[src/design/pbmhp_pkg.sv]
package pbmhp_pkg;

    // phase of the header walk
    typedef logic [4:0] t_phase;

    localparam t_phase PH_P      = 5'd0;
    localparam t_phase PH_FOUR   = 5'd1;
    localparam t_phase PH_MAGIC  = 5'd2;
    localparam t_phase PH_HEIGHT = 5'd13;
    localparam t_phase PH_DATA   = 5'd19;
    localparam t_phase PH_ERR    = 5'd20;

    // what a header phase does with a byte
    typedef enum logic [2:0] {
        K_NONE,
        K_CHECK,
        K_BODY,
        K_SPACE,
        K_DIGIT
    } t_kind;

    // status codes of a result
    typedef logic [1:0] t_status;

    localparam t_status ST_HDR  = 2'd0;
    localparam t_status ST_PIX  = 2'd1;
    localparam t_status ST_ERR  = 2'd2;
    localparam t_status ST_DONE = 2'd3;

    // header characters
    localparam logic [7:0] CH_P     = 8'h50;
    localparam logic [7:0] CH_FOUR  = 8'h34;
    localparam logic [7:0] CH_HASH  = 8'h23;
    localparam logic [7:0] CH_CR    = 8'h0d;
    localparam logic [7:0] CH_LF    = 8'h0a;
    localparam logic [7:0] CH_ZERO  = 8'h30;
    localparam logic [7:0] CH_NINE  = 8'h39;
    localparam logic [7:0] CH_SPACE = 8'h20;
    localparam logic [7:0] CH_HT    = 8'h09;

    localparam int OUT_DIM_BITS = 16;

    // phase to kind: comment slot, comment body, whitespace, number
    function automatic t_kind kind_of(input t_phase ph);
        t_kind k;
        case (ph)
            5'd2, 5'd5, 5'd8, 5'd11, 5'd14, 5'd17: k = K_CHECK;
            5'd3, 5'd6, 5'd9, 5'd12, 5'd15, 5'd18: k = K_BODY;
            5'd4, 5'd10, 5'd16:                    k = K_SPACE;
            5'd7, 5'd13:                           k = K_DIGIT;
            default:                               k = K_NONE;
        endcase
        return k;
    endfunction

    function automatic logic is_space(input logic [7:0] b);
        return (b == CH_SPACE) || ((b >= CH_HT) && (b <= CH_CR));
    endfunction

    function automatic logic is_digit(input logic [7:0] b);
        return (b >= CH_ZERO) && (b <= CH_NINE);
    endfunction

endpackage

[src/design/pbmhp_if.sv]
interface pbmhp_in_if;
    logic       valid;
    logic       ready;
    logic [7:0] byte_in;
    logic       is_last;

    modport source (output valid, output byte_in, output is_last, input ready);
    modport sink   (input valid, input byte_in, input is_last, output ready);
endinterface

interface pbmhp_out_if;
    logic        valid;
    logic        ready;
    logic [1:0]  status;
    logic [15:0] width;
    logic [15:0] height;
    logic [7:0]  pixel_byte;

    modport source (output valid, output status, output width, output height,
                    output pixel_byte, input ready);
    modport sink   (input valid, input status, input width, input height,
                    input pixel_byte, output ready);
endinterface

[src/design/pbm_header_parser_top.sv]
// Binary PBM (P4) header parser with pixel pass-through. One file byte is
// taken per transfer and one result comes back per byte, in order: status
// (0 header byte, 1 pixel byte, 2 error, 3 header complete at file end),
// the width and height parsed so far (saturating at 2^DIM_BITS-1, low 16
// bits shown) and the pixel byte. The block sustains one byte per clock
// while the output is taken; a byte goes through an input register, the
// combinational phase update and an output register, and its result is
// offered once both registers hold it. The input register
// lets one more byte in while a result waits at the output. An error holds
// until the byte flagged last, after which the parser is back at reset for
// the next file.
module pbm_header_parser_top
    import pbmhp_pkg::*;
#(
    parameter int DIM_BITS   = 16,
    parameter int MAX_DIGITS = 15
) (
    input  logic          i_clk,
    input  logic          i_rst_n,
    pbmhp_in_if.sink      i_in,
    pbmhp_out_if.source   o_out
);

    localparam int ACC_BITS = DIM_BITS + 4;
    localparam logic [DIM_BITS-1:0] DIM_MAX = '1;
    localparam int STEPS = 6;

    // input register
    logic       r_in_valid;
    logic [7:0] r_in_byte;
    logic       r_in_last;

    // parser state
    t_phase              r_phase;
    logic [3:0]          r_digit_count;
    logic [DIM_BITS-1:0] r_width;
    logic [DIM_BITS-1:0] r_height;

    // output register
    logic                    r_out_valid;
    t_status                 r_out_status;
    logic [OUT_DIM_BITS-1:0] r_out_width;
    logic [OUT_DIM_BITS-1:0] r_out_height;
    logic [7:0]              r_out_pixel;

    logic advance;
    logic take_in;

    // next state of the parser
    t_phase              n_phase;
    logic [3:0]          n_digit_count;
    logic [DIM_BITS-1:0] n_width;
    logic [DIM_BITS-1:0] n_height;
    t_status             n_status;

    assign advance  = !r_out_valid || o_out.ready;
    assign take_in  = i_in.valid && i_in.ready;
    assign i_in.ready = !r_in_valid || advance;

    // walk the phases one byte at a time, chaining through skipped slots
    always_comb begin
        t_phase                ph;
        logic [3:0]            cnt;
        logic                  stop;
        t_status               res;
        logic                  acc_en;
        logic                  acc_h;
        logic [4:0]            cnt_inc;
        logic [DIM_BITS-1:0]   acc_src;
        logic [ACC_BITS-1:0]   prod;
        logic [DIM_BITS-1:0]   acc_new;
        logic                  done;
        logic [7:0]            b;

        b       = r_in_byte;
        ph      = r_phase;
        cnt     = r_digit_count;
        stop    = 1'b0;
        res     = ST_ERR;
        acc_en  = 1'b0;
        acc_h   = 1'b0;
        cnt_inc = '0;

        for (int s = 0; s < STEPS; s++) begin
            if (!stop) begin
                if (ph == PH_P) begin
                    ph   = (b == CH_P) ? PH_FOUR : PH_ERR;
                    res  = (b == CH_P) ? ST_HDR : ST_ERR;
                    stop = 1'b1;
                end else if (ph == PH_FOUR) begin
                    ph   = (b == CH_FOUR) ? PH_MAGIC : PH_ERR;
                    res  = (b == CH_FOUR) ? ST_HDR : ST_ERR;
                    stop = 1'b1;
                end else if (ph == PH_DATA) begin
                    res  = ST_PIX;
                    stop = 1'b1;
                end else if (ph >= PH_ERR) begin
                    ph   = PH_ERR;
                    res  = ST_ERR;
                    stop = 1'b1;
                end else begin
                    case (kind_of(ph))
                        K_CHECK: begin
                            if (b == CH_HASH) begin
                                ph   = ph + 5'd1;
                                res  = ST_HDR;
                                stop = 1'b1;
                            end else begin
                                ph = ph + 5'd2;
                            end
                        end
                        K_BODY: begin
                            if (b == CH_CR || b == CH_LF) begin
                                ph = ph + 5'd1;
                            end
                            res  = ST_HDR;
                            stop = 1'b1;
                        end
                        K_SPACE: begin
                            if (is_space(b)) begin
                                res  = ST_HDR;
                                stop = 1'b1;
                            end else begin
                                ph = ph + 5'd1;
                            end
                        end
                        K_DIGIT: begin
                            if (is_digit(b)) begin
                                acc_en  = 1'b1;
                                acc_h   = (ph == PH_HEIGHT);
                                cnt_inc = {1'b0, cnt} + 5'd1;
                                if (cnt_inc >= 5'(MAX_DIGITS)) begin
                                    cnt = '0;
                                    ph  = ph + 5'd1;
                                end else begin
                                    cnt = cnt_inc[3:0];
                                end
                                res  = ST_HDR;
                                stop = 1'b1;
                            end else if (cnt == '0) begin
                                ph   = PH_ERR;
                                res  = ST_ERR;
                                stop = 1'b1;
                            end else begin
                                cnt = '0;
                                ph  = ph + 5'd1;
                            end
                        end
                        default: begin
                            ph   = PH_ERR;
                            res  = ST_ERR;
                            stop = 1'b1;
                        end
                    endcase
                end
            end
        end

        if (!stop) begin
            ph  = PH_ERR;
            res = ST_ERR;
        end

        // multiply by ten and add the digit, saturating
        acc_src = acc_h ? r_height : r_width;
        prod    = {acc_src, 3'b000} + {2'b00, acc_src, 1'b0}
                + ACC_BITS'(4'(b - CH_ZERO));
        acc_new = (prod > {4'b0000, DIM_MAX}) ? DIM_MAX : prod[DIM_BITS-1:0];

        n_width  = (acc_en && !acc_h) ? acc_new : r_width;
        n_height = (acc_en && acc_h) ? acc_new : r_height;
        n_phase       = ph;
        n_digit_count = cnt;

        // status of the last byte of a file
        done     = (ph > PH_HEIGHT) || (ph == PH_HEIGHT && cnt != '0);
        n_status = res;
        if (r_in_last && res == ST_HDR) begin
            n_status = done ? ST_DONE : ST_ERR;
        end
    end

    // input register
    always_ff @(posedge i_clk) begin
        if (!i_rst_n) begin
            r_in_valid <= 1'b0;
        end else if (i_in.ready) begin
            r_in_valid <= i_in.valid;
        end
        if (take_in) begin
            r_in_byte <= i_in.byte_in;
            r_in_last <= i_in.is_last;
        end
    end

    // parser state, back to reset after the last byte
    always_ff @(posedge i_clk) begin
        if (!i_rst_n) begin
            r_phase       <= PH_P;
            r_digit_count <= '0;
            r_width       <= '0;
            r_height      <= '0;
        end else if (r_in_valid && advance) begin
            if (r_in_last) begin
                r_phase       <= PH_P;
                r_digit_count <= '0;
                r_width       <= '0;
                r_height      <= '0;
            end else begin
                r_phase       <= n_phase;
                r_digit_count <= n_digit_count;
                r_width       <= n_width;
                r_height      <= n_height;
            end
        end
    end

    // output register
    always_ff @(posedge i_clk) begin
        if (!i_rst_n) begin
            r_out_valid <= 1'b0;
        end else if (advance) begin
            r_out_valid <= r_in_valid;
        end
        if (advance && r_in_valid) begin
            r_out_status <= n_status;
            r_out_width  <= OUT_DIM_BITS'(n_width);
            r_out_height <= OUT_DIM_BITS'(n_height);
            r_out_pixel  <= (n_status == ST_PIX) ? r_in_byte : 8'h00;
        end
    end

    assign o_out.valid      = r_out_valid;
    assign o_out.status     = r_out_status;
    assign o_out.width      = r_out_width;
    assign o_out.height     = r_out_height;
    assign o_out.pixel_byte = r_out_pixel;

    // pixel byte is zero unless the result is a pixel transfer
    a_pixel_zero: assert property (@(posedge i_clk) disable iff (!i_rst_n)
        (o_out.valid && o_out.status != ST_PIX) |-> (o_out.pixel_byte == 8'h00))
        else $error("pixel byte set on a non-pixel result");

    // the last byte of a file rearms the parser
    a_rearm: assert property (@(posedge i_clk) disable iff (!i_rst_n)
        (r_in_valid && advance && r_in_last) |=>
            (r_phase == PH_P && r_digit_count == '0 && r_width == '0 && r_height == '0))
        else $error("parser not rearmed after last byte");

    // digit count stays below the number length limit
    a_digit_count: assert property (@(posedge i_clk) disable iff (!i_rst_n)
        (r_digit_count < 4'(MAX_DIGITS)))
        else $error("digit count reached its limit");

    // phase never leaves the defined range
    a_phase_range: assert property (@(posedge i_clk) disable iff (!i_rst_n)
        (r_phase <= PH_ERR))
        else $error("phase out of range");

    // pixel data only once the height has started
    a_pix_phase: assert property (@(posedge i_clk) disable iff (!i_rst_n)
        (r_in_valid && advance && n_status == ST_PIX) |->
            (r_phase >= PH_HEIGHT && r_phase <= PH_DATA))
        else $error("pixel result before the height");

endmodule
[src/flat_wrapper.sv]
// flat-port wrapper written by rule: the top's interface ports become plain ports
module pbm_header_parser_top_flat import pbmhp_pkg::*;
#(
    parameter int DIM_BITS   = 16,
    parameter int MAX_DIGITS = 15
)
  (i_clk, i_rst_n, i_in_valid, i_in_byte_in, i_in_is_last, i_in_ready, o_out_valid, o_out_status, o_out_width, o_out_height, o_out_pixel_byte, o_out_ready);
  pbmhp_in_if i_in_i ();
  pbmhp_out_if o_out_i ();
  input  logic i_clk;
  input  logic i_rst_n;
  input wire logic [$bits(i_in_i.valid)-1:0] i_in_valid;
  input wire logic [$bits(i_in_i.byte_in)-1:0] i_in_byte_in;
  input wire logic [$bits(i_in_i.is_last)-1:0] i_in_is_last;
  output wire logic [$bits(i_in_i.ready)-1:0] i_in_ready;
  output wire logic [$bits(o_out_i.valid)-1:0] o_out_valid;
  output wire logic [$bits(o_out_i.status)-1:0] o_out_status;
  output wire logic [$bits(o_out_i.width)-1:0] o_out_width;
  output wire logic [$bits(o_out_i.height)-1:0] o_out_height;
  output wire logic [$bits(o_out_i.pixel_byte)-1:0] o_out_pixel_byte;
  input wire logic [$bits(o_out_i.ready)-1:0] o_out_ready;
  assign i_in_i.valid = i_in_valid;
  assign i_in_i.byte_in = i_in_byte_in;
  assign i_in_i.is_last = i_in_is_last;
  assign i_in_ready = i_in_i.ready;
  assign o_out_valid = o_out_i.valid;
  assign o_out_status = o_out_i.status;
  assign o_out_width = o_out_i.width;
  assign o_out_height = o_out_i.height;
  assign o_out_pixel_byte = o_out_i.pixel_byte;
  assign o_out_i.ready = o_out_ready;
  pbm_header_parser_top #(.DIM_BITS(DIM_BITS), .MAX_DIGITS(MAX_DIGITS)) u_core (.i_clk(i_clk), .i_rst_n(i_rst_n), .i_in(i_in_i), .o_out(o_out_i));
endmodule
[config.mk]
export PLATFORM = sky130hd
export DESIGN_NAME = pbm_header_parser_top_flat
export DESIGN_NICKNAME = d
export VERILOG_FILES = /design/src/design/pbmhp_pkg.sv /design/src/design/pbmhp_if.sv /design/src/design/pbm_header_parser_top.sv /design/src/flat_wrapper.sv
export SDC_FILE = /design/constraint.sdc
export NUM_CORES = 1
export LEC_CHECK = 0
export ABC_CLOCK_PERIOD_IN_PS = 19400
export BUFFER_PORTS_ARGS = -buffer_cell sky130_fd_sc_hd__buf_2
export CORE_ASPECT_RATIO = 0.7
export CORE_UTILIZATION = 40
export DETAILED_ROUTE_END_ITERATION = 10
export SYNTH_ARGS = -nofsm -noshare
export SYNTH_HDL_FRONTEND = slang
export SYNTH_SLANG_ARGS = --single-unit
[constraint.sdc]
create_clock -name i_clk -period 19.4 [get_ports i_clk]
set_input_delay 0.97 -clock i_clk [delete_from_list [all_inputs] [get_ports i_clk]]
set_output_delay 0.97 -clock i_clk [all_outputs]
set_load 0.005 [all_outputs]
==> summary.txt <==
Place
  • Port bufs: 56
  • Gp weighted congestion: 1.02
  • DPL Wire Length: 38,200 um
  • DP Cell Count: 2,330
  • Pre-CTS worst setup slack: 0.554 ns
  • Cell Area, Placed: 0.0146 sq mm

Die
  • Initial Utilization: 41.1%
  • Area of the core: 0.0338 sq mm
  • Die ar.: 0.0355 sq mm
  • # IOs: 57
  • Die height: 158 um
  • Die Span X: 225 um
  • Rows: 56

Clock network
  • Later-pin clock latency in the skew report: 0.36 ns
  • H-tree depth: 3
  • Clock-pin slew on the worst setup and hold paths: 0.07 ns
  • Maximum root-to-sink buffer count: 2
  • Sink Count: 97
  • TritonCTS clock tree: done
  • Inserted Clock Buffers: 9
  • Root buffer cell: clkbuf_16
  • Post-CTS Hold Fix Bufs: 0

Route
  • WL final: 50,900 um
  • Average routed wire per standard cell: 21.6 um
  • Pre-antenna DRT Iters: 8
  • DRC: 0
  • Routed vias: 15,546
  • Final ANT Viol Nets: 0
  • Vias per cell: 6.59
  • Drt first-iter violations: 2,172

Cells and area
  • Fill cells: 3,371
  • Net count, final: 1,999
  • Multi-input gate area: 0.0107 sq mm
  • Reg area: 0.00245 sq mm
  • Fin cells: 2,359
  • Fin area: 0.0152 sq mm
  • Area delta synth->final: 9.21%
  • Share of cells above drive strength 1: 14.6%

GRT
  • Vias in the first global route: 13,813
  • Initial antenna violation count: 1
  • Congestion Overflow GR: 0
  • First-pass GRT wire length: 78,300 um
  • Total GRT Usage: 27.7%
  • Largest net degree at the start of global routing: 34

Power
  • P_leak: 5.61 nW
  • VDD IR-drop max: 54.9 uV
  • Power Density: 33.5 mW/mm^2
  • Total power: 0.509 mW

Synth
  • Synth unique cells: 124
  • Post-Syn Area: 0.0139 sq mm
  • Synth warnings: 0
  • Syn Nets: 1,958
  • Post-synthesis area per instance: 7.52 sq um
  • Post-synth EDFFs: 51
  • Synth Flop Type: edfxtp_1
  • Register area share after synthesis: 17.6%
  • Synthesized netlist cell count: 1,848
  • Yosys reg bits: 97
  • Fraction of synthesis flops using an asynchronous set or reset pin: 0%

Timing
  • FMAX: 0.0545 GHz
  • Final worst-path cycle share: 94.5%
  • Worst slew pin tran: 1.21 ns
  • Slew Limit Headroom: 18.6%
  • Final-report max-slew violation count: 0
  • Final setup fails: 0
  • RSZ-0062 raised after global routing: false
  • Final TNS setup: 0 ns
  • Final setup margin: 1.06 ns
  • Worst Clk Skew: 0.00926 ns
  • Final Hold Viols: 0
  • Minimum clock period: 18.34 ns

Setup path
  • Worst setup path class: reg2reg
  • Critical Path Sink Type: flop
  • Crit Path Max Fanout: 16
  • Cell family with most CP delay: compound AO/OA/AOI/OAI gates
  • CP max stage delay: 0.86 ns
  • Worst setup SP type: flop
  • Crit path buf inv count: 7
  • WP data required: 19.49 ns
  • Slowest CP cell: o211ai_1
  • CP most frequent cell: a21oi_1
  • Arr. time, crit path: 18.43 ns

Run status
  • Status: finished, final reports clean

Hold path
  • Min-Delay Path Class: reg2reg

Job
  • Number of max-cap violations: 0
-- path summary, 6_finish.rpt --
check / from / end / slack [ns] / cells past startpoint
max: u_core.r_phase[1] / u_core.o_out.width[14] / 1.06 / 71
min: u_core.r_height[8] / u_core.r_height[8] / 0.52 / 2
max reg2reg: u_core.r_phase[1] / u_core.o_out.width[14] / 1.06 / 71
min reg2reg: u_core.r_height[8] / u_core.r_height[8] / 0.52 / 2
-- cell families (layout without fill, tap and decap cells) --
logic type / Yosys count / count (layout) / synth area share, %
AOI/OAI and AO/OA: 670 / 670 / 34.2
xor gates and xnor gates: 35 / 35 / 2.21
adders and majority gates: 97 / 97 / 8.84
buffers and inverters: 183 / 229 / 6.86
DFF: 97 / 97 / 17.6
muxes: 46 / 46 / 3.53
other: 0 / 1 / 0
and+or+nand+nor: 720 / 720 / 26.7
-- flip-flops by register name, indices dropped and copies added, names as in the netlist, 2 cells and up, named ones only --
signal,flops
u_core.r_phase,5
u_core.r_width,16
u_core.r_digit_count,4
u_core.r_in_byte,8
u_core.o_out.status,2
u_core.o_out.width,16
u_core.o_out.height,16
u_core.o_out.pixel_byte,8
u_core.r_height,16
-- stage by stage --
step	hold slack (ns)	utilization, %
2_1_floorplan	0.485	-
3_3_place_gp	0.500	43.2
3_5_place_dp	0.506	43.2
4_1_cts	0.517	44.1
5_1_grt	0.542	44.8
6_report	0.521	44.8
-- synth_stat cells (36+ instances only) --
cell type	n	share of area, %
nor2_1	201	5.4
nand2_1	141	3.8
a21oi_1	135	4.9
o21ai_0	112	4.0
ha_1	95	8.6
inv_1	73	2.0
nand3_1	62	2.2
nor3_1	61	2.2
a211oi_1	55	3.0
edfxtp_1	51	11
dfxtp_1	46	6.6
clkbuf_1	43	1.2
and2_1	36	1.6
-- what timing repair did --
action / 4_1_cts / 5_1_grt
endpoints found under the setup margin: 0 / 64
setup buffers: 0 / 12
resized for setup: 0 / 33
-- power breakdown --
| part | switching (mW) | internal [mW] | leakage [nW] |
|---|---|---|---|
| registers | 0.00534 | 0.221 | 0.850 |
| clock network | 0.0897 | 0.0918 | 0.148 |
| logic | 0.0675 | 0.0337 | 4.61 |
| total | 0.162 | 0.346 | 5.61 |
-- layer usage --
| layer | share of wire (%) | global-route usage [%] | up-vias |
|---|---|---|---|
| li1 | - | - | 7151 |
| met1 | 47 | 42.7 | 7280 |
| met2 | 38 | 36.4 | 1001 |
| met3 | 13 | 8.31 | 112 |
| met4 | 2.0 | 5.64 | 2 |
| met5 | 0.026 | 0.982 | - |
-- cell usage in the layout (no fill, tap or decap), drive strengths merged, types with 26 or more instances in the layout --
master / netlist / final
nand2: 145 / 145
o21ai: 132 / 132
a21oi: 137 / 137
nor2: 207 / 207
xnor2: 34 / 34
inv: 77 / 81
a211oi: 61 / 61
and2: 36 / 36
o31ai: 26 / 26
ha: 95 / 95
o211ai: 29 / 29
buf: 57 / 133
nand4: 27 / 27
edfxtp: 51 / 51
dfxtp: 46 / 46
nand3: 62 / 62
nor3: 67 / 67
o22ai: 26 / 26
-- worst min-delay path, stage by stage (launching register included) --
cell and delay (ns):
dfxtp_1 0.32, nor2_1 0.10, a211oi_1 0.05
-- final cells by class --
cell class / instances / share of cell area (%)
multi-input combinational: 1568 / 70.3
sequential: 97 / 16.2
timing repair buffer: 133 / 5.65
tap: 464 / 3.82
inverter: 80 / 2.07
clock buffer: 9 / 1.48
clock inverter: 7 / 0.519
antenna: 1 / 0.0165
(Power assumes the default switching activity.)
